## src/hw/rtl/trd_pkg.sv

```systemverilog
// ---------------------------------------------------------------------------
// Telnet receive deframer package
// Protocol byte codes, parser states and result types.
// ---------------------------------------------------------------------------
`timescale 1ns / 1ps

package trd_pkg;

    localparam logic [7:0] IAC  = 8'd255;
    localparam logic [7:0] SE   = 8'd240;
    localparam logic [7:0] SB   = 8'd250;
    localparam logic [7:0] WILL = 8'd251;
    localparam logic [7:0] WONT = 8'd252;
    localparam logic [7:0] DO   = 8'd253;
    localparam logic [7:0] DONT = 8'd254;

    localparam int QDEPTH = 4;
    localparam int QAW    = $clog2(QDEPTH);
    localparam int QCW    = QAW + 1;

    typedef enum logic [2:0] {
        K_DATA = 3'd0,
        K_CMD  = 3'd1,
        K_NEG  = 3'd2,
        K_SUB  = 3'd3,
        K_END  = 3'd4
    } t_kind;

    typedef enum logic [2:0] {
        ST_IDLE  = 3'd0,
        ST_IAC   = 3'd1,
        ST_VERB  = 3'd2,
        ST_SBOPT = 3'd3,
        ST_INSB  = 3'd4,
        ST_SBIAC = 3'd5
    } t_state;

    typedef struct packed {
        t_kind       kind;
        logic [7:0]  code;
        logic [7:0]  option;
        logic [7:0]  value;
        logic        last;
    } t_result;

    typedef struct packed {
        logic [1:0]  count;
        t_result     res0;
        t_result     res1;
    } t_parse;

endpackage

```

## src/hw/rtl/trd_parser.sv

```systemverilog
// ---------------------------------------------------------------------------
// Telnet receive deframer parser
// Byte-wise command state machine that turns each request into zero, one or
// two results.
// ---------------------------------------------------------------------------
`timescale 1ns / 1ps

module trd_parser
    import trd_pkg::*;
(
    input  logic        i_clk,
    input  logic        i_rst_n,
    input  logic        i_accept,
    input  logic [7:0]  i_byte,
    output t_parse      o_parse
);

    t_state      r_state, n_state;
    logic [7:0]  r_verb, n_verb;
    logic [7:0]  r_sub_opt, n_sub_opt;

    always_ff @(posedge i_clk) begin
        if (!i_rst_n) begin
            r_state   <= ST_IDLE;
            r_verb    <= '0;
            r_sub_opt <= '0;
        end else if (i_accept) begin
            r_state   <= n_state;
            r_verb    <= n_verb;
            r_sub_opt <= n_sub_opt;
        end
    end

    always_comb begin
        n_state   = r_state;
        n_verb    = r_verb;
        n_sub_opt = r_sub_opt;
        o_parse   = '0;
        unique case (r_state)
            ST_IAC: begin
                if (i_byte == WILL || i_byte == WONT || i_byte == DO || i_byte == DONT) begin
                    n_verb  = i_byte;
                    n_state = ST_VERB;
                end else if (i_byte == SB) begin
                    n_state = ST_SBOPT;
                end else begin
                    n_state            = ST_IDLE;
                    o_parse.count      = 2'd1;
                    o_parse.res0.kind  = K_CMD;
                    o_parse.res0.code  = i_byte;
                    o_parse.res0.last  = 1'b1;
                end
            end
            ST_VERB: begin
                n_state              = ST_IDLE;
                o_parse.count        = 2'd1;
                o_parse.res0.kind    = K_NEG;
                o_parse.res0.code    = r_verb;
                o_parse.res0.option  = i_byte;
                o_parse.res0.last    = 1'b1;
            end
            ST_SBOPT: begin
                n_sub_opt = i_byte;
                n_state   = ST_INSB;
            end
            ST_INSB: begin
                if (i_byte == IAC) begin
                    n_state = ST_SBIAC;
                end else begin
                    o_parse.count        = 2'd1;
                    o_parse.res0.kind    = K_SUB;
                    o_parse.res0.option  = r_sub_opt;
                    o_parse.res0.value   = i_byte;
                    o_parse.res0.last    = 1'b1;
                end
            end
            ST_SBIAC: begin
                if (i_byte == SE) begin
                    n_state              = ST_IDLE;
                    o_parse.count        = 2'd1;
                    o_parse.res0.kind    = K_END;
                    o_parse.res0.option  = r_sub_opt;
                    o_parse.res0.last    = 1'b1;
                end else begin
                    n_state              = ST_INSB;
                    o_parse.count        = 2'd2;
                    o_parse.res0.kind    = K_SUB;
                    o_parse.res0.option  = r_sub_opt;
                    o_parse.res0.value   = IAC;
                    o_parse.res1.kind    = K_SUB;
                    o_parse.res1.option  = r_sub_opt;
                    o_parse.res1.value   = i_byte;
                    o_parse.res1.last    = 1'b1;
                end
            end
            default: begin
                if (i_byte == IAC) begin
                    n_state = ST_IAC;
                end else begin
                    n_state            = ST_IDLE;
                    o_parse.count      = 2'd1;
                    o_parse.res0.kind  = K_DATA;
                    o_parse.res0.value = i_byte;
                    o_parse.res0.last  = 1'b1;
                end
            end
        endcase
    end

endmodule

```

## src/hw/rtl/telnet_receive_deframer.sv

```systemverilog
// Output: each result is written into the result queue when its byte is accepted.
// Throughput: one byte per cycle while o_s_axis_tready is high; a byte that yields
// two results is read out as two output transfers, and the four-entry result queue
// holds off new bytes while fewer than two entries are free.
// Reset: synchronous active-low reset returns the parser to idle and empties
// the result queue.
// ---------------------------------------------------------------------------
// Telnet receive deframer
// Sorts a received telnet byte stream into data, command, negotiation and
// subnegotiation results.
// ---------------------------------------------------------------------------
`timescale 1ns / 1ps

module telnet_receive_deframer
    import trd_pkg::*;
(
    input  logic        i_clk,
    input  logic        i_rst_n,
    input  logic        i_s_axis_tvalid,
    output logic        o_s_axis_tready,
    input  logic [7:0]  i_s_axis_tdata,   // [7:0] rx_byte
    output logic        o_m_axis_tvalid,
    input  logic        i_m_axis_tready,
    output logic [23:0] o_m_axis_tdata,   // [7:0] code, [15:8] option, [23:16] value
    output logic [2:0]  o_m_axis_tuser,   // [2:0] kind
    output logic        o_m_axis_tlast
);

    logic             w_accept;
    logic             w_pop;
    t_parse           w_parse;
    t_result          r_mem [QDEPTH];
    logic [QAW-1:0]   r_wr_ptr, n_wr_ptr;
    logic [QAW-1:0]   r_rd_ptr, n_rd_ptr;
    logic [QCW-1:0]   r_count, n_count;
    logic [QCW-1:0]   w_push_cnt;
    t_result          w_head;

    assign o_s_axis_tready = (r_count <= QCW'(QDEPTH - 2));
    assign w_accept        = i_s_axis_tvalid && o_s_axis_tready;
    assign o_m_axis_tvalid = (r_count != '0);
    assign w_pop           = o_m_axis_tvalid && i_m_axis_tready;

    trd_parser u_parser (
        .i_clk    (i_clk),
        .i_rst_n  (i_rst_n),
        .i_accept (w_accept),
        .i_byte   (i_s_axis_tdata),
        .o_parse  (w_parse)
    );

    assign w_push_cnt = w_accept ? QCW'(w_parse.count) : '0;

    always_comb begin
        n_wr_ptr = r_wr_ptr + QAW'(w_push_cnt);
        n_rd_ptr = r_rd_ptr + QAW'(w_pop);
        n_count  = r_count + w_push_cnt - QCW'(w_pop);
    end

    always_ff @(posedge i_clk) begin
        if (!i_rst_n) begin
            r_wr_ptr <= '0;
            r_rd_ptr <= '0;
            r_count  <= '0;
        end else begin
            r_wr_ptr <= n_wr_ptr;
            r_rd_ptr <= n_rd_ptr;
            r_count  <= n_count;
        end
    end

    always_ff @(posedge i_clk) begin
        if (w_push_cnt != '0) begin
            r_mem[r_wr_ptr] <= w_parse.res0;
        end
        if (w_push_cnt == QCW'(2)) begin
            r_mem[QAW'(r_wr_ptr + 1'b1)] <= w_parse.res1;
        end
    end

    assign w_head          = r_mem[r_rd_ptr];
    assign o_m_axis_tdata  = {w_head.value, w_head.option, w_head.code};
    assign o_m_axis_tuser  = w_head.kind;
    assign o_m_axis_tlast  = w_head.last;

endmodule

```

## config.mk

```make
export PLATFORM = sky130hd
export DESIGN_NAME = telnet_receive_deframer
export DESIGN_NICKNAME = d
export VERILOG_FILES = /design/src/hw/rtl/trd_pkg.sv /design/src/hw/rtl/trd_parser.sv /design/src/hw/rtl/telnet_receive_deframer.sv
export SDC_FILE = /design/constraint.sdc
export NUM_CORES = 1
export LEC_CHECK = 0
export BUFFER_PORTS_ARGS = -buffer_cell sky130_fd_sc_hd__buf_2
export CAP_MARGIN = 0
export CORE_ASPECT_RATIO = 0.6
export CORE_MARGIN = 4
export CORE_UTILIZATION = 61
export DETAILED_ROUTE_END_ITERATION = 16
export PLACE_DENSITY = 0.8
export SYNTH_ARGS = -nofsm -noshare
export SYNTH_HDL_FRONTEND = slang
export SYNTH_SLANG_ARGS = --single-unit
```

## constraint.sdc

```tcl
create_clock -name i_clk -period 4.1 [get_ports i_clk]
set_clock_uncertainty 0.2 [all_clocks]
set_input_delay 0.82 -clock i_clk [delete_from_list [all_inputs] [get_ports i_clk]]
set_output_delay 0.82 -clock i_clk [all_outputs]
set_load 0.01 [all_outputs]
```

==> impl_metrics.json <==
{
  "row_count": 29,
  "syn-mean-instance-area_um2": 11.8,
  "drc": 0,
  "synth_ff_type": "edfxtp_1",
  "finalMaxSlewViolations": 0,
  "synthesis.area_um2": 6720,
  "clockBufferDepth": 2,
  "antenna_found_initial": 0,
  "grt_pass1_vias": 4966,
  "status": "complete, no violations",
  "port_buffers": 41,
  "ys_seq_area_share_pct": 52.4,
  "hold_path.class": "reg2reg",
  "criticalPathCategory": "in2reg",
  "post_cts_buffers": 0,
  "worst_pin_slew_ns": 1.19,
  "antennaDiodeCount": 0,
  "clock-root-buffer": "clkbuf_16",
  "fmax_mhz": 292,
  "syn-num-nets": 588,
  "fp.dieH_um": 89.3,
  "synth_area_leader_cell": "edfxtp_1",
  "fin_util_pct": 70.7,
  "die_x_um": 144,
  "max-vdd-ir-drop_mv": 0.347,
  "drive_gt1_share_pct": 22.8,
  "clk_pin_slew_ns": 0.06,
  "ant_nets": 0,
  "layout_commonest_cell": "edfxtp_1",
  "gp_congestion": 1.05,
  "grt_usage_pct": 28.3,
  "drt_iter0_drc": 725,
  "ioPinCount": 42,
  "grt_overflow": 0,
  "hold_viol_final": 0,
  "ys_ff_latch": 138,
  "vias": 5090,
  "setup-violations-final": 0,
  "path_cells": "buf_2 -> nand4_4 -> a2111oi_2 -> nor2_2 -> nand2_1 -> ha_1 -> inv_1 -> ha_1 -> fa_1 -> xnor2_1 -> xnor2_1 -> and2_1",
  "cts.sinks": 138,
  "cp_num_buf_inv": 2,
  "crit_required_ns": 4.22,
  "slowest_delay_ns": 0.61,
  "core_um2": 10700,
  "worstSetupStartpointType": "primary input",
  "dieArea_um2": 12800,
  "htreeDepth": 4,
  "power.density_nw_per_um2": 580,
  "synth_top_area_share_pct": 33.9,
  "synthTopCellsByArea": "edfxtp_1 34%, dfxtp_1 18%, mux4_2 9.4%",
  "cts_resized": 0,
  "setup_tns_ns": 0,
  "routed_wl_mm": 17.0,
  "critPathTopFamily": "simple AND/OR/NAND/NOR gates",
  "cp.arrival_ns": 3.54,
  "period_share_pct": 83.4,
  "mostFrequentLayoutCells": "76 x edfxtp_1, 61 x dfxtp_1, 54 x nand2_1",
  "clk_latency_ns": 0.42,
  "holdBufCountCts": 0,
  "cts_tree": "done",
  "async_flop_share_pct": 0,
  "max_slew_margin_pct": 20.3,
  "yosysUniqueCellTypes": 65,
  "netlist_instances": 570,
  "cts_buffers": 17,
  "start_util_pct": 63.0,
  "nets": 618,
  "rsz0062_at_grt": "no",
  "critPathMaxFanout": 9,
  "routedWlPerCell_um": 22.7,
  "p_leak_nw": 2.86,
  "drv_cap": 0,
  "dp_hpwl_mm": 11.7,
  "fin_crit_ns": 3.42,
  "cp_slowest_cell": "a2111oi_2",
  "syn2layout_area_growth_pct": 12.2,
  "vias_per_cell": 6.77,
  "synth-warning-count": 0,
  "grt_pass1_wl_mm": 26.9,
  "num-fill-cells": 751,
  "grt_max_degree": 28,
  "synth_edf_count": 76,
  "first_pass_iters": 7,
  "cp-end-kind": "flip-flop"
}
==> final cells by class <==
class                           instances  area, um2  area share [%]
Inverter                                9       36.3           0.481
Clock inverter                         10       90.1            1.19
Multi-Input combinational cell        376       2910            38.5
Clock buffer                           22        483            6.40
Timing Repair Buffer                   58        333            4.41
Sequential cell                       138       3520            46.7
Tap cell                              139        174            2.30
==> Yosys cell counts, drive strengths merged (4+ instances only) <==
library cell,n
edfxtp,76
mux2i,45
nor2b,14
inv,9
nand2,54
a21oi,33
dfxtp,62
nand2b,4
or2,4
o21a,7
clkbuf,20
o22ai,31
buf,27
and2,9
o21ai,24
xor2,4
nand3,10
nor2,37
nor3,9
mux4,28
a22oi,17
ha,5
==> path summary, 6_finish.rpt <==
check | startpoint | end | slack (ns) | cells past startpoint
max | i_s_axis_tdata[5] | r_count[2] | 0.68 | 12
max reg2reg | u_parser.r_state[0] | r_count[2] | 0.76 | 11
min reg2reg | r_mem[1][22] | r_mem[1][22] | 0.26 | 2
min | r_mem[1][22] | r_mem[1][22] | 0.26 | 2
==> worst reg2reg max path: stages, from the launching register on <==
cell and delay [ns]:
dfxtp_1 0.44, or3_1 0.42, a2111oi_2 0.53, nor2_2 0.21, nand2_1 0.26, ha_1 0.16, inv_1 0.04, ha_1 0.18
fa_1 0.37, xnor2_1 0.20, xnor2_1 0.08, and2_1 0.15
==> report_power, final <==
group          internal (mW)  total, mW  switching, mW
logic                  0.507       1.08          0.575
clock network          0.898       1.48          0.580
registers               1.67       1.82          0.148
==> through the flow <==
step	std cells	hold slack, ns	setup slack (ns)	power [mW]	area [um2]
2_1_floorplan	570	0.235	0.488	2.57	6720
3_3_place_gp	720	0.244	0.390	2.88	6970
3_5_place_dp	720	0.253	0.311	2.92	6970
4_1_cts	752	0.264	0.725	4.39	7550
5_1_grt	752	0.271	0.522	4.57	7550
6_report	752	0.256	0.679	4.38	7550
==> per-layer routing <==
| layer | global-route usage, % | share of wire [%] | vias to the layer above |
|---|---|---|---|
| met2 | 42.5 | 45 | 389 |
| li1 | - | - | 2206 |
| met1 | 39.4 | 41 | 2459 |
| met3 | 8.66 | 13 | 36 |
| met5 | 0 | 0 | - |
| met4 | 10.3 | 1.9 | 0 |
==> cells by family (layout without fill, tap and decap cells) <==
group	after synthesis	in the layout	share of synthesized area [%]
xor gates and xnor gates	7	7	0.912
muxes	73	73	16.1
AOI/OAI and AO/OA	133	133	13.1
DFF	138	138	52.4
adders and majority gates	6	6	1.23
buffers and inverters	56	99	4.43
and+or+nand+nor	157	157	11.9
==> flip-flops by register name, indices dropped and copies added, names as in the netlist <==
| register | flops |
|---|---|
| u_parser.r_state | 3 |
| u_parser.r_verb | 8 |
| u_parser.r_sub_opt | 8 |
| r_mem | 112 |
| r_rd_ptr | 2 |
| r_count | 3 |
| r_wr_ptr | 2 |
No activity file was read; power rests on OpenSTA's default activity.
